## src/hw/rtl/obdc_pkg.sv

```systemverilog
// Package: shared types, codes and reset constants of the one-button dimmer control.
`default_nettype none
package obdc_pkg;

	localparam int unsigned TIME_W   = 32;
	localparam int unsigned LEVEL_W  = 8;
	localparam int unsigned WINDOW_W = 16;
	localparam int unsigned REQ_W    = 3;
	localparam int unsigned CMD_W    = 2;
	localparam int unsigned CFG_IDX_W  = 3;
	localparam int unsigned CFG_DATA_W = 16;

	// register indexes on the configuration port
	localparam logic [CFG_IDX_W-1:0] CFG_RECENT_WINDOW = 3'd0;
	localparam logic [CFG_IDX_W-1:0] CFG_DIM_STEP      = 3'd1;
	localparam logic [CFG_IDX_W-1:0] CFG_LEVEL_MIN     = 3'd2;
	localparam logic [CFG_IDX_W-1:0] CFG_LEVEL_MAX     = 3'd3;
	localparam logic [CFG_IDX_W-1:0] CFG_MOVE_RATE     = 3'd4;
	localparam logic [CFG_IDX_W-1:0] CFG_START_LEVEL   = 3'd5;

	// reset values
	localparam logic [WINDOW_W-1:0] RECENT_WINDOW_RST = 16'd1500;
	localparam logic [LEVEL_W-1:0]  DIM_STEP_RST      = 8'd4;
	localparam logic [LEVEL_W-1:0]  LEVEL_MIN_RST     = 8'd1;
	localparam logic [LEVEL_W-1:0]  LEVEL_MAX_RST     = 8'd254;
	localparam logic [LEVEL_W-1:0]  MOVE_RATE_RST     = 8'd42;
	localparam logic [LEVEL_W-1:0]  START_LEVEL_RST   = 8'd254;

	typedef enum logic [REQ_W-1:0] {
		REQ_PRESS     = 3'd0,
		REQ_CLICK     = 3'd1,
		REQ_HOLD      = 3'd2,
		REQ_RELEASE   = 3'd3,
		REQ_TICK      = 3'd4,
		REQ_SET_ONOFF = 3'd5,
		REQ_SET_LEVEL = 3'd6
	} req_code_t;

	typedef enum logic [CMD_W-1:0] {
		CMD_NONE   = 2'd0,
		CMD_TOGGLE = 2'd1,
		CMD_MOVE   = 2'd2,
		CMD_STOP   = 2'd3
	} cmd_t;

	typedef enum logic [1:0] {
		DIR_NONE = 2'd0,
		DIR_UP   = 2'd1,
		DIR_DOWN = 2'd2
	} dir_t;

	typedef struct packed {
		logic [WINDOW_W-1:0] recent_window_ms;
		logic [LEVEL_W-1:0]  dim_step;
		logic [LEVEL_W-1:0]  level_min;
		logic [LEVEL_W-1:0]  level_max;
		logic [LEVEL_W-1:0]  move_rate;
	} cfg_t;

	typedef struct packed {
		logic [REQ_W-1:0]   req_type;
		logic [TIME_W-1:0]  now_ms;
		logic [LEVEL_W-1:0] write_value;
	} req_item_t;

	typedef struct packed {
		logic               light_on;
		logic [LEVEL_W-1:0] level;
		dir_t               direction;
		logic [TIME_W-1:0]  last_click_ms;
		logic               hold_active;
		logic               ticking;
	} dim_state_t;

	typedef struct packed {
		logic [LEVEL_W-1:0] led_level;
		cmd_t               command;
		logic               move_down;
		logic [LEVEL_W-1:0] move_rate_out;
		logic               is_on;
		logic [LEVEL_W-1:0] level_now;
	} result_t;

endpackage
`default_nettype wire

```

## src/hw/rtl/obdc_if.sv

```systemverilog
// Interfaces: request, result and configuration channels of the dimmer control.
`default_nettype none
interface obdc_req_if;
	import obdc_pkg::*;
	logic               valid;
	logic               ready;
	logic [REQ_W-1:0]   req_type;
	logic [TIME_W-1:0]  now_ms;
	logic [LEVEL_W-1:0] write_value;
	modport source (output valid, req_type, now_ms, write_value, input ready);
	modport sink   (input valid, req_type, now_ms, write_value, output ready);
endinterface

interface obdc_res_if;
	import obdc_pkg::*;
	logic               valid;
	logic               ready;
	logic [LEVEL_W-1:0] led_level;
	logic [CMD_W-1:0]   command;
	logic               move_down;
	logic [LEVEL_W-1:0] move_rate_out;
	logic               is_on;
	logic [LEVEL_W-1:0] level_now;
	modport source (output valid, led_level, command, move_down, move_rate_out, is_on,
		level_now, input ready);
	modport sink   (input valid, led_level, command, move_down, move_rate_out, is_on,
		level_now, output ready);
endinterface

interface obdc_cfg_if;
	import obdc_pkg::*;
	logic                  valid;
	logic                  ready;
	logic [CFG_IDX_W-1:0]  index;
	logic [CFG_DATA_W-1:0] data;
	modport source (output valid, index, data, input ready);
	modport sink   (input valid, index, data, output ready);
endinterface
`default_nettype wire

```

## src/hw/rtl/obdc_cfg_regs.sv

```systemverilog
// Configuration register file of the dimmer control.
`default_nettype none
module obdc_cfg_regs (
	input  wire logic     clk,
	input  wire logic     arst_n,
	obdc_cfg_if.sink      cfg,
	output obdc_pkg::cfg_t cfg_q
);
	import obdc_pkg::*;

	logic wr;

	assign cfg.ready = 1'b1;
	assign wr = cfg.valid && cfg.ready;

	// start level only matters at reset, so its write is taken and dropped
	always_ff @(posedge clk or negedge arst_n) begin
		if (!arst_n) begin
			cfg_q.recent_window_ms <= RECENT_WINDOW_RST;
			cfg_q.dim_step         <= DIM_STEP_RST;
			cfg_q.level_min        <= LEVEL_MIN_RST;
			cfg_q.level_max        <= LEVEL_MAX_RST;
			cfg_q.move_rate        <= MOVE_RATE_RST;
		end else if (wr) begin
			case (cfg.index)
				CFG_RECENT_WINDOW: cfg_q.recent_window_ms <= cfg.data;
				CFG_DIM_STEP:      cfg_q.dim_step  <= cfg.data[LEVEL_W-1:0];
				CFG_LEVEL_MIN:     cfg_q.level_min <= cfg.data[LEVEL_W-1:0];
				CFG_LEVEL_MAX:     cfg_q.level_max <= cfg.data[LEVEL_W-1:0];
				CFG_MOVE_RATE:     cfg_q.move_rate <= cfg.data[LEVEL_W-1:0];
				CFG_START_LEVEL:   ;
				default:           ;
			endcase
		end
	end

endmodule
`default_nettype wire

```

## src/hw/rtl/obdc_step.sv

```systemverilog
// Next-state and result logic for one request of the dimmer control.
`default_nettype none
module obdc_step (
	input  wire obdc_pkg::cfg_t       cfg,
	input  wire obdc_pkg::req_item_t  item,
	input  wire obdc_pkg::dim_state_t cur,
	output obdc_pkg::dim_state_t nxt,
	output obdc_pkg::result_t    res
);
	import obdc_pkg::*;

	logic [TIME_W-1:0]      gap;
	logic                   recent;
	logic signed [LEVEL_W+1:0] lvl_ext;
	logic signed [LEVEL_W+1:0] step_ext;
	logic signed [LEVEL_W+1:0] max_ext;
	logic signed [LEVEL_W+1:0] min_ext;
	logic signed [LEVEL_W+1:0] moved;
	logic signed [LEVEL_W+1:0] clamp_hi;
	logic signed [LEVEL_W+1:0] clamped;

	assign gap    = item.now_ms - cur.last_click_ms;
	assign recent = gap < {{(TIME_W-WINDOW_W){1'b0}}, cfg.recent_window_ms};

	assign lvl_ext  = {2'b00, cur.level};
	assign step_ext = {2'b00, cfg.dim_step};
	assign max_ext  = {2'b00, cfg.level_max};
	assign min_ext  = {2'b00, cfg.level_min};

	always_comb begin
		case (cur.direction)
			DIR_UP:   moved = lvl_ext + step_ext;
			DIR_DOWN: moved = lvl_ext - step_ext;
			default:  moved = lvl_ext;
		endcase
	end

	// upper bound first, then lower: a crossed pair ends at the minimum
	assign clamp_hi = (moved > max_ext) ? max_ext : moved;
	assign clamped  = (clamp_hi < min_ext) ? min_ext : clamp_hi;

	always_comb begin
		nxt               = cur;
		res.command       = CMD_NONE;
		res.move_down     = 1'b0;
		res.move_rate_out = '0;
		case (item.req_type)
			REQ_PRESS: begin
				nxt.direction = recent ? DIR_DOWN : DIR_UP;
			end
			REQ_CLICK: begin
				nxt.last_click_ms = item.now_ms;
				nxt.light_on      = !cur.light_on;
				res.command       = CMD_TOGGLE;
			end
			REQ_HOLD: begin
				nxt.hold_active   = 1'b1;
				nxt.ticking       = 1'b1;
				res.command       = CMD_MOVE;
				res.move_down     = (cur.direction == DIR_DOWN);
				res.move_rate_out = cfg.move_rate;
			end
			REQ_RELEASE: begin
				nxt.ticking = 1'b0;
				if (cur.hold_active) begin
					nxt.hold_active = 1'b0;
					res.command     = CMD_STOP;
				end
			end
			REQ_TICK: begin
				if (cur.ticking) begin
					nxt.level = clamped[LEVEL_W-1:0];
					if (clamped == max_ext || clamped == min_ext) begin
						nxt.ticking = 1'b0;
					end
				end
			end
			REQ_SET_ONOFF: begin
				nxt.light_on = item.write_value[0];
			end
			REQ_SET_LEVEL: begin
				nxt.level = item.write_value;
			end
			default: ;
		endcase
		res.is_on     = nxt.light_on;
		res.level_now = nxt.level;
		res.led_level = nxt.light_on ? nxt.level : '0;
	end

endmodule
`default_nettype wire

```

## src/hw/rtl/one_button_dimmer_control.sv

```systemverilog
// Top level of the one-button dimmer control: channels, state and result registers.
//
// Usage
//   req : button events, ticks and external writes (req_type, now_ms, write_value).
//         A request is taken at a clock edge with req.valid and req.ready high.
//   res : exactly one result per request, in order (LED level, command, move
//         mode and rate, on/off and level after the request).
//   cfg : register writes (index, data), always ready; write only while idle.
// Timing
//   A request is held in the input register, processed by the step logic
//   against the light state and lands in the result register, from which
//   it shows on res. One request per cycle is sustained while res is not
//   stalled; the state update and result share that single register stage.
// Stall
//   While res is stalled the input register may still fill, so one extra
//   request is buffered; req.ready then drops until the result is taken.
// Reset
//   arst_n clears both stages, the light goes off at level 254, dimming stops
//   and the registers take their default values.
`default_nettype none
module one_button_dimmer_control (
	input  wire logic clk,
	input  wire logic arst_n,
	obdc_req_if.sink   req,
	obdc_res_if.source res,
	obdc_cfg_if.sink   cfg
);
	import obdc_pkg::*;

	cfg_t       cfg_q;
	req_item_t  item_s1;
	logic       vld_s1;
	dim_state_t state_q;
	dim_state_t state_nxt;
	result_t    step_res;
	result_t    res_q;
	logic       res_vld_q;
	logic       out_free;
	logic       advance;

	obdc_cfg_regs u_cfg (
		.clk    (clk),
		.arst_n (arst_n),
		.cfg    (cfg),
		.cfg_q  (cfg_q)
	);

	obdc_step u_step (
		.cfg  (cfg_q),
		.item (item_s1),
		.cur  (state_q),
		.nxt  (state_nxt),
		.res  (step_res)
	);

	// result register frees up when empty or taken this cycle
	assign out_free  = !res_vld_q || res.ready;
	assign advance   = vld_s1 && out_free;
	assign req.ready = !vld_s1 || out_free;

	// input register
	always_ff @(posedge clk or negedge arst_n) begin
		if (!arst_n) begin
			vld_s1 <= 1'b0;
		end else if (req.ready) begin
			vld_s1 <= req.valid;
		end
	end

	always_ff @(posedge clk) begin
		if (req.valid && req.ready) begin
			item_s1.req_type    <= req.req_type;
			item_s1.now_ms      <= req.now_ms;
			item_s1.write_value <= req.write_value;
		end
	end

	// light state moves only as a request passes into the result register
	always_ff @(posedge clk or negedge arst_n) begin
		if (!arst_n) begin
			state_q.light_on      <= 1'b0;
			state_q.level         <= START_LEVEL_RST;
			state_q.direction     <= DIR_NONE;
			state_q.last_click_ms <= '0;
			state_q.hold_active   <= 1'b0;
			state_q.ticking       <= 1'b0;
			res_vld_q             <= 1'b0;
		end else if (advance) begin
			state_q   <= state_nxt;
			res_vld_q <= 1'b1;
		end else if (res.ready) begin
			res_vld_q <= 1'b0;
		end
	end

	always_ff @(posedge clk) begin
		if (advance) begin
			res_q <= step_res;
		end
	end

	assign res.valid         = res_vld_q;
	assign res.led_level     = res_q.led_level;
	assign res.command       = res_q.command;
	assign res.move_down     = res_q.move_down;
	assign res.move_rate_out = res_q.move_rate_out;
	assign res.is_on         = res_q.is_on;
	assign res.level_now     = res_q.level_now;

	// ticking is only ever started by a hold and both end on release
	a_tick_needs_hold: assert property (@(posedge clk) disable iff (!arst_n)
		state_q.ticking |-> state_q.hold_active)
		else $error("dimming active without a hold");

	a_led_off: assert property (@(posedge clk) disable iff (!arst_n)
		res_vld_q && !res_q.is_on |-> res_q.led_level == '0)
		else $error("LED lit while off");

	a_led_on: assert property (@(posedge clk) disable iff (!arst_n)
		res_vld_q && res_q.is_on |-> res_q.led_level == res_q.level_now)
		else $error("LED level differs from level while on");

	a_move_fields: assert property (@(posedge clk) disable iff (!arst_n)
		res_vld_q && res_q.command != CMD_MOVE |->
			!res_q.move_down && res_q.move_rate_out == '0)
		else $error("move fields set without a move command");

endmodule
`default_nettype wire

```

## src/flat_wrapper.sv

```systemverilog
// flat-port wrapper written by rule: the top's interface ports become plain ports
module one_button_dimmer_control_flat import obdc_pkg::*;
  (clk, arst_n, req_valid, req_req_type, req_now_ms, req_write_value, req_ready, res_valid, res_led_level, res_command, res_move_down, res_move_rate_out, res_is_on, res_level_now, res_ready, cfg_valid, cfg_index, cfg_data, cfg_ready);
  obdc_req_if req_i ();
  obdc_res_if res_i ();
  obdc_cfg_if cfg_i ();
  input  wire logic clk;
  input  wire logic arst_n;
  input wire logic [$bits(req_i.valid)-1:0] req_valid;
  input wire logic [$bits(req_i.req_type)-1:0] req_req_type;
  input wire logic [$bits(req_i.now_ms)-1:0] req_now_ms;
  input wire logic [$bits(req_i.write_value)-1:0] req_write_value;
  output wire logic [$bits(req_i.ready)-1:0] req_ready;
  output wire logic [$bits(res_i.valid)-1:0] res_valid;
  output wire logic [$bits(res_i.led_level)-1:0] res_led_level;
  output wire logic [$bits(res_i.command)-1:0] res_command;
  output wire logic [$bits(res_i.move_down)-1:0] res_move_down;
  output wire logic [$bits(res_i.move_rate_out)-1:0] res_move_rate_out;
  output wire logic [$bits(res_i.is_on)-1:0] res_is_on;
  output wire logic [$bits(res_i.level_now)-1:0] res_level_now;
  input wire logic [$bits(res_i.ready)-1:0] res_ready;
  input wire logic [$bits(cfg_i.valid)-1:0] cfg_valid;
  input wire logic [$bits(cfg_i.index)-1:0] cfg_index;
  input wire logic [$bits(cfg_i.data)-1:0] cfg_data;
  output wire logic [$bits(cfg_i.ready)-1:0] cfg_ready;
  assign req_i.valid = req_valid;
  assign req_i.req_type = req_req_type;
  assign req_i.now_ms = req_now_ms;
  assign req_i.write_value = req_write_value;
  assign req_ready = req_i.ready;
  assign res_valid = res_i.valid;
  assign res_led_level = res_i.led_level;
  assign res_command = res_i.command;
  assign res_move_down = res_i.move_down;
  assign res_move_rate_out = res_i.move_rate_out;
  assign res_is_on = res_i.is_on;
  assign res_level_now = res_i.level_now;
  assign res_i.ready = res_ready;
  assign cfg_i.valid = cfg_valid;
  assign cfg_i.index = cfg_index;
  assign cfg_i.data = cfg_data;
  assign cfg_ready = cfg_i.ready;
  one_button_dimmer_control u_core (.clk(clk), .arst_n(arst_n), .req(req_i), .res(res_i), .cfg(cfg_i));
endmodule
```

## config.mk

```make
export PLATFORM = sky130hd
export DESIGN_NAME = one_button_dimmer_control_flat
export DESIGN_NICKNAME = d
export VERILOG_FILES = /design/src/hw/rtl/obdc_pkg.sv /design/src/hw/rtl/obdc_if.sv /design/src/hw/rtl/obdc_cfg_regs.sv /design/src/hw/rtl/obdc_step.sv /design/src/hw/rtl/one_button_dimmer_control.sv /design/src/flat_wrapper.sv
export SDC_FILE = /design/constraint.sdc
export NUM_CORES = 1
export LEC_CHECK = 0
export BUFFER_PORTS_ARGS = -buffer_cell sky130_fd_sc_hd__buf_2
export CAP_MARGIN = 10
export CORE_UTILIZATION = 50
export DETAILED_ROUTE_END_ITERATION = 12
export GPL_TIMING_DRIVEN = 1
export HOLD_SLACK_MARGIN = 0.05
export PLACE_DENSITY = 0.75
export SLEW_MARGIN = 20
export SYNTH_ARGS = -nofsm -noshare
export SYNTH_HDL_FRONTEND = slang
export SYNTH_HIERARCHICAL = 1
export SYNTH_SLANG_ARGS = --single-unit
```

## constraint.sdc

```tcl
create_clock -name clk -period 14 [get_ports clk]
set_input_delay 3.5 -clock clk [delete_from_list [all_inputs] [get_ports clk]]
set_output_delay 3.5 -clock clk [all_outputs]
set_load 0.01 [all_outputs]
```

# Word level (Yosys, flattened, before mapping)
# Index checks and enable logic that the tools add are counted.
# op_classes
n_addsub	3
order_cmp	3
eq_ne	14
muxes	15
reduce_logical	22
# op_table
operator	n
< comparator 32 x 16 -> 1 bit	1
subtractor 32 bit	1
== test 10 x 9 -> 1 bit	2
2-to-1 mux 10 bit	2
case mux 10 bit (2 select lines)	1
AND reduction 2 bit	9
case mux 8 bit (2 select lines)	1
== test 3 x 2 -> 1 bit, second input constant	4
== test 3 bit, second input constant	4
greater-than comparator 10 x 9 -> 1 bit	1
< comparator 10 x 9 -> 1 bit	1
adder 8 x 8 -> 9 bit	1
subtractor 8 x 8 -> 9 bit	1
2-to-1 mux 8 bit	1
== test 3 x 1 -> 1 bit, second input constant	2
logical NOT 3 bit	2
case mux 2 bit (3 select lines)	1
2-to-1 mux 1 bit	4
2-to-1 mux 2 bit	2
case mux 1 bit (2 select lines)	2
nonzero test 2 bit	2
logical NOT 1 bit	3
logical OR 1 bit	3
case mux 1 bit (3 select lines)	1
other kinds (4)	5
# totals
register_bits	166
input_bits	67
output_inout_bits	31
word_cells	79

# Depth between registers and ports, before layout
# Gate-level depths: netlist of run 1.
# depth
depth_word	11
mapped_depth	31
depth_no_buf	29

# Hierarchy
# Netlist of run 1, hierarchy kept.
# modules_own_cells
module	n_inst	cells_per_inst	area_each_um2	seq_area_each_um2
obdc_step	1	758	4938.5	0.0
one_button_dimmer_control	1	174	4070.2	3316.9
obdc_cfg_regs	1	107	1865.5	1224.9

# Worst setup path before layout of run 1
# OpenSTA, ideal clock, no wires.
# synth_path
path_type	input port to output port
from	input res_ready
to	output req_ready
arrival_time_ns	3.709
t_required_ns	10.500
setup_slack_ns	6.791
cell_stages	1
n_path_buf	0
path_cell_list	nand3b_1
# synth_via
elab_chain_len	2
# synth_lines
element	line_no	source
start: declaration	flat_wrapper.sv:21	input wire logic [$bits(res_i.ready)-1:0] res_ready;
logical OR 1 bit	one_button_dimmer_control.sv:57	assign out_free = !res_vld_q || res.ready;
logical OR 1 bit	one_button_dimmer_control.sv:59	assign req.ready = !vld_s1 || out_free;
end: declaration	flat_wrapper.sv:13	output wire logic [$bits(req_i.ready)-1:0] req_ready;
# Every way passes these cells.

==> flow_metrics.env, run 1 <==
export IMPL_outcome="finished, final reports clean"
export IMPL_worstSetupEndpointType="flop"
export IMPL_antenna_found_initial=0
export IMPL_max_slew_margin_rel_pct=33.4
export IMPL_via_per_inst=5.69
export IMPL_worst_slew_pin_slew_ns=0.985
export IMPL_layout_common_cells="103 x inv_1, 95 x buf_2, 83 x nand2_1"
export IMPL_fp_dieW_microns=149
export IMPL_hold_buffers=0
export IMPL_synth_edf_count=71
export IMPL_wl_microns=24600
export IMPL_path_clk_slew_ns=0.07
export IMPL_synth_cells=1039
export IMPL_p_per_area_nw_per_um2=239
export IMPL_antenna_cells=0
export IMPL_ys_seq_area_share_pct=41.8
export IMPL_stdcell_count=1407
export IMPL_cts_tree="yes"
export IMPL_dp_cells=1375
export IMPL_drt_drc_violations_left=0
export IMPL_dp_hpwl_microns=18000
export IMPL_grt_pass1_wl_microns=39600
export IMPL_critPathLaunchType="flop"
export IMPL_place_ws_ns=6.56
export IMPL_final_common_cell="inv_1"
export IMPL_syn_to_final_growth_pct=11.3
export IMPL_tns_ns=0
export IMPL_finalCritPeriodShare_pct=53.3
export IMPL_yosys_most_used_dff="edfxtp_1"
export IMPL_worstPathRequired_ns=14.31
export IMPL_ant_nets=0
export IMPL_rsz0062_at_grt="false"
export IMPL_clk_path_buf_depth=2
export IMPL_via_count=8003
export IMPL_crit_path_max_fanout=16
export IMPL_drive_above_1_share_pct=24.9
export IMPL_cts_resized=0
export IMPL_fin_area_sq_um=12100
export IMPL_start_util_pct=51.4
export IMPL_final_hold_viol_count=0
export IMPL_netlist_area_sq_um=10900
export IMPL_std_cell_rows=53
export IMPL_cts_buffers=17
export IMPL_cts_setup_buffers=0
export IMPL_dieHeight_microns=149
export IMPL_route_detailed_wl_per_inst_microns=17.4
export IMPL_synthesis_nets=1190
export IMPL_fin_nets=1270
export IMPL_layout_setup_ws_ns=6.54
export IMPL_htree_levels=4
export IMPL_place_gp_congestion=0.941
export IMPL_setup_viol=0
export IMPL_post_route_util_pct=57.2
export IMPL_io_buffers=96
export IMPL_design_core_area_sq_um=21200
export IMPL_synth_seq_cells=166
export IMPL_irDropWorstVdd_mv=0.103
export IMPL_arrival_ns=7.78
export IMPL_syn_area_per_cell_sq_um=10.5
export IMPL_worstSetupPathType="reg -> reg"
export IMPL_grt_pass1_vias=7764
export IMPL_holdWs_ns=0.504
export IMPL_async_flop_share_pct=57.2
export IMPL_power_total_mw=2.90
export IMPL_track_usage_pct=22.9
export IMPL_drt_iter0_markers=567
export IMPL_leakage_nw=5.31
export IMPL_ios=98
export IMPL_clk_latency_ns=0.43
export IMPL_cts_sinks=166
export IMPL_max_freq_ghz=0.134
export IMPL_cts_root_buf="clkbuf_16"
export IMPL_hp_class="reg -> reg"
export IMPL_fin_skew_ns=0.0121
export IMPL_yosys_warnings=6
export IMPL_synthDistinctLibCells=81
export IMPL_finalCriticalPeriod_ns=7.46
export IMPL_placed_cell_area_sq_um=11500
export IMPL_gr_total_overflow=0
export IMPL_drv_slew=0
export IMPL_maxCapViolCount=0
export IMPL_grt_max_degree=67
export IMPL_die_area_sq_um=22300
export IMPL_first_pass_iters=6
==> cell usage after synthesis (6+ instances only) <==
master    number  area [sq um]
ha_1          81          1010
clkbuf_1      19          71.3
nor3_1        12          60.1
nand2_1       83           312
nand2b_1      16           100
o211ai_1      12          90.1
a21oi_1       63           315
mux2_2        59           664
mux2i_1       12           120
inv_1        104           390
a21o_1         9          67.6
nor2_1        49           184
nor2b_1       12          75.1
o21bai_1       6          45.0
and2_1        18           113
o21ai_0       68           340
dfstp_2       26           683
dfrtp_1       69          1730
a211oi_1      13          97.6
buf_6          6          67.6
edfxtp_1      71          2130
nand3_1       14          70.1
xor2_1        15           131
buf_4         10          75.1
o22ai_1        9          56.3
o21a_1         7          52.6
nand4_1       11          68.8
xnor2_1       23           201
mux2_4        39           586
==> cell families (layout without fill, tap and decap cells) <==
| kind of cell | count (synthesis) | count (layout) | share of synthesized area, % |
|---|---|---|---|
| compound gates | 249 | 249 | 15.2 |
| simple gates | 245 | 245 | 11.4 |
| flops | 166 | 166 | 41.8 |
| buf+inv | 145 | 238 | 5.82 |
| mux | 111 | 111 | 12.8 |
| fa+ha+maj | 84 | 84 | 9.87 |
| xor+xnor | 38 | 38 | 3.06 |
| other cells | 1 | 1 | 0.0345 |
==> critical path: stages, from the launching register on <==
cell and delay [ns]:
dfrtp_1 0.39, inv_1 0.06, ha_1 0.66, inv_1 0.25, nand2_1 0.24, o22ai_1 0.12
o21ai_0 0.30, nand2_1 0.19, ha_1 0.33, a211oi_1 0.28, o21ai_0 0.14, a221oi_1 0.43
o32ai_4 0.18, nand2_4 0.22, mux2i_1 0.28, inv_1 0.07, ha_1 0.29, a2111oi_0 0.56
nand2b_1 0.11, o21ai_0 0.18, and3_1 0.17, ha_1 0.47, nor2_1 0.10, nor4_1 0.32
o21ai_0 0.14, or3_1 0.33, o31a_1 0.28, mux2_2 0.26
==> where the power goes <==
group	total (mW)	leakage (nW)	switching, mW	internal, mW
Combinational	1.68	3.22	0.947	0.738
Clock	0.468	0.287	0.207	0.261
Sequential	0.744	1.80	0.0924	0.651
==> state kept, by name, summed over array words and instances, names as in the netlist <==
signal / cells
u_core/res.level_now: 8
u_core/state_q: 45
u_core/item_s1: 43
u_core/u_cfg/cfg_q: 48
u_core/res.led_level: 8
u_core/res.valid: 1
u_core/res.move_down: 1
u_core/res.move_rate_out: 8
u_core/res.command: 2
u_core/res.is_on: 1
u_core/vld_s1: 1
==> layout make-up <==
type / instances / area, sq um
fillers: 1785 / 9060
flip-flops and latches: 166 / 4540
clock inverters: 13 / 130
inverters: 104 / 390
repair buffers: 102 / 528
multi-input cells: 728 / 5710
clock buffers: 19 / 454
well taps: 275 / 344
==> path summary, 6_finish.rpt <==
kind	from	endpoint	slack, ns	depth (start not counted)
min in group asynchronous	arst_n	u_core/u_cfg/cfg_q[47]	3.00	1
worst min-delay path	u_core/u_cfg/cfg_q[0]	u_core/u_cfg/cfg_q[0]	0.50	1
worst max-delay path	u_core/state_q[34]	u_core/state_q[0]	6.54	27
worst max register to register	u_core/state_q[34]	u_core/state_q[0]	6.54	27
worst min register to register	u_core/u_cfg/cfg_q[0]	u_core/u_cfg/cfg_q[0]	0.50	1
max in group asynchronous	arst_n	u_core/u_cfg/cfg_q[32]	9.78	2
==> routing by layer <==
metal,vias to the layer above,global-route usage (%),routed length (microns)
met4,0,7.09,513
met2,239,37.5,11600
met3,28,4.21,1250
li1,3884,-,-
met5,-,0,0
met1,3852,30.6,11200
Note: power is estimated with default switching activity, not from simulation.
==> run 2: changes to the inputs <==
Settings changed: ABC_AREA set to 1.
Clock period 14 ns to 7.4 ns, I/O delays scaled along.
==> run 2 against run 1 <==
Net effect: register-to-register slack got worse by 5.6 ns; sequential power increased by 85%; highest routed layer unchanged; global-route usage increased by 3.2 points; die area increased by 4.9%; sequential share of layout area decreased by 1.4 points; critical endpoint unchanged; utilization decreased by 0.37 points; critical path depth increased by 15; clock skew increased by 0.00068 ns; area after synthesis increased by 5.0%; hold slack got worse by 0.036 ns; synthesized cell count increased by 42%; largest power group unchanged; clock power increased by 94%.
==> flow_metrics.env, run 2 <==
export IMPL_outcome="finished, final reports clean"
export IMPL_slowest_stage="inv_2"
export IMPL_design_core_area_sq_um=22100
export IMPL_wl_microns=29800
export IMPL_via_count=10100
export IMPL_fin_nets=1699
export IMPL_holdPathEnd="u_core/u_cfg/cfg_q[35]"
export IMPL_cts_resized=0
export IMPL_yosys_warnings=6
export IMPL_fin_area_sq_um=12600
export IMPL_syn_area_per_cell_sq_um=7.72
export IMPL_synth_edf_count=71
export IMPL_dieHeight_microns=153
export IMPL_place_gp_congestion=1.01
export IMPL_rsz0062_at_grt="false"
export IMPL_synthDistinctLibCells=49
export IMPL_first_pass_iters=5
export IMPL_cts_sinks=166
export IMPL_drive_above_1_share_pct=14.2
export IMPL_irDropWorstVdd_mv=0.191
export IMPL_io_buffers=96
export IMPL_async_flop_share_pct=57.2
export IMPL_synth_cells=1479
export IMPL_cp_common_cell="nand2_1"
export IMPL_leakage_nw=6.22
export IMPL_r2r_end="u_core/state_q[0]"
export IMPL_track_usage_pct=26.1
export IMPL_synth_seq_cells=166
export IMPL_min_path_cells=2
export IMPL_hold_buffers=0
export IMPL_maxCapViolCount=0
export IMPL_r2r_start="u_core/state_q[36]"
export IMPL_placed_cell_area_sq_um=11900
export IMPL_final_common_cell="nand2_1"
export IMPL_crit_path_max_fanout=28
export IMPL_netlist_area_sq_um=11400
export IMPL_std_cell_rows=54
export IMPL_critPathLaunchType="flop"
export IMPL_cts_tree="yes"
export IMPL_drt_iter0_markers=927
export IMPL_route_detailed_wl_per_inst_microns=16.2
export IMPL_hp_class="reg -> reg"
export IMPL_regMostFlops="u_core/u_cfg/cfg_q"
export IMPL_grt_pass1_vias=9536
export IMPL_grt_max_degree=63
export IMPL_worst_slew_pin_slew_ns=1.00
export IMPL_yosysTopAreaCellShare_pct=18.7
export IMPL_antenna_cells=0
export IMPL_final_hold_viol_count=0
export IMPL_gr_total_overflow=0
export IMPL_via_per_inst=5.49
export IMPL_arrival_ns=6.81
export IMPL_fp_dieW_microns=153
export IMPL_r2r_setup_slack_ns=0.92
export IMPL_finalCritPeriodShare_pct=87.5
export IMPL_netlist_top_cells_area="edfxtp_1 19%, dfrtp_1 15%, nand2_1 14%"
export IMPL_worstSetupEndpointType="flop"
export IMPL_hold_start="u_core/u_cfg/cfg_q[35]"
export IMPL_syn_to_final_growth_pct=9.94
export IMPL_worstSetupPathType="reg -> reg"
export IMPL_setup_viol=0
export IMPL_layout_common_cells="433 x nand2_1, 184 x inv_1, 165 x nand3_1"
export IMPL_yosys_cell_count_top_type="nand2_1"
export IMPL_post_route_util_pct=56.8
export IMPL_reg_top3="u_core/u_cfg/cfg_q x48, u_core/state_q x45, u_core/item_s1 x43"
export IMPL_max_slew_margin_rel_pct=32.8
export IMPL_worstPathRequired_ns=7.73
export IMPL_synthesis_nets=1630
export IMPL_max_freq_ghz=0.154
export IMPL_yosys_area_top_type="edfxtp_1"
export IMPL_cts_buffers=17
export IMPL_grt_pass1_wl_microns=48400
export IMPL_die_area_sq_um=23400
export IMPL_p_per_area_nw_per_um2=439
export IMPL_cts_setup_buffers=0
export IMPL_ant_nets=0
export IMPL_max_stage_delay_ns=0.46
export IMPL_dp_hpwl_microns=22100
export IMPL_ys_seq_area_share_pct=39.8
export IMPL_yosys_most_used_dff="edfxtp_1"
export IMPL_synth_common_cells="433 x nand2_1, 185 x inv_1, 165 x nand3_1"
export IMPL_fin_skew_ns=0.0128
export IMPL_path_clk_slew_ns=0.08
export IMPL_antenna_found_initial=0
export IMPL_r2r_cells=42
export IMPL_finalCriticalPeriod_ns=6.48
export IMPL_stdcell_count=1841
export IMPL_largest_register_ffs=48
export IMPL_drv_slew=0
export IMPL_ios=98
export IMPL_clk_path_buf_depth=2
export IMPL_dp_cells=1808
export IMPL_start_util_pct=51.7
export IMPL_cts_root_buf="clkbuf_16"
export IMPL_tns_ns=0
export IMPL_drt_drc_violations_left=0
export IMPL_htree_levels=4
export IMPL_clk_latency_ns=0.44
[run 2: changes by cell type in the layout (fill, tap and decap cells not counted), sizes merged, moves of 12 or more]
cell	previous run	this run
and2	18	4
nand3	14	174
nor2	49	90
mux2i	13	0
mux2	98	0
nor2b	12	0
nand4	11	26
nand2	85	463
inv	112	205
nand2b	17	0
xnor2	23	9
[run 2: how the worst max path moves through the flow]
stage | start | endpoint | slack (ns) | cells past startpoint
floorplan | u_core/state_q[37] | u_core/state_q[0] | 2.29 | 40
finish | u_core/state_q[36] | u_core/state_q[0] | 0.92 | 42
global placement | u_core/state_q[36] | u_core/state_q[0] | 1.13 | 40
CTS | u_core/state_q[37] | u_core/state_q[0] | 1.02 | 41
global route | u_core/state_q[36] | u_core/state_q[0] | 0.24 | 42
detailed placement | u_core/state_q[37] | u_core/state_q[0] | 1.05 | 41
[run 2: per-stage QoR]
| stage | power (mW) | hold slack, ns | worst slack [ns] |
|---|---|---|---|
| final | 5.51 | 0.468 | 0.924 |
| after global routing | 5.99 | 0.484 | 0.241 |
| after detailed placement | 4.53 | 0.455 | 1.05 |
| after CTS | 5.47 | 0.467 | 1.02 |
| after global placement | 4.47 | 0.452 | 1.13 |
| after floorplan | 3.85 | 0.442 | 2.29 |
[run 2: area by class of cell]
cell class / count / area (sq um)
repair buffers: 101 / 541
fillers: 2017 / 9540
flip-flops and latches: 166 / 4540
multi-input cells: 1063 / 5770
clock inverters: 13 / 148
clock buffers: 19 / 454
inverters: 199 / 747
well taps: 280 / 350
[run 2: cell families after synthesis]
kind of cell / after synthesis / share of synthesized area [%]
AO/OA/AOI/OAI: 179 / 8.85
XOR/XNOR: 28 / 2.15
adder cells (fa/ha/maj): 84 / 9.40
buffers and inverters: 250 / 9.74
flip-flops: 166 / 39.8
other: 1 / 0.0328
AND/OR/NAND/NOR: 771 / 30.0
[run 2: report_power, final]
group | leakage (nW) | total (mW) | internal [mW] | switching, mW
Combinational | 4.08 | 3.22 | 1.11 | 2.11
Clock | 0.292 | 0.910 | 0.474 | 0.436
Sequential | 1.85 | 1.38 | 1.21 | 0.171
[run 2: worst max-delay path, delay by kind of cell (launching register included)]
family	cells	cell delay, ns
AO/OA/AOI/OAI	4	0.59
adder cells (fa/ha/maj)	5	1.65
buffers and inverters	5	0.70
flip-flops	1	0.45
AND/OR/NAND/NOR	28	2.96
[run 2: per-layer routing]
layer	GRT usage [%]	part of all wire [%]	wire length (microns)	up-vias
met2	41.2	45	13500	347
met4	8.71	2.5	739	0
met5	0	0	0	-
li1	-	-	-	4970
met3	4.31	6.2	1850	48
met1	36.3	46	13700	4737
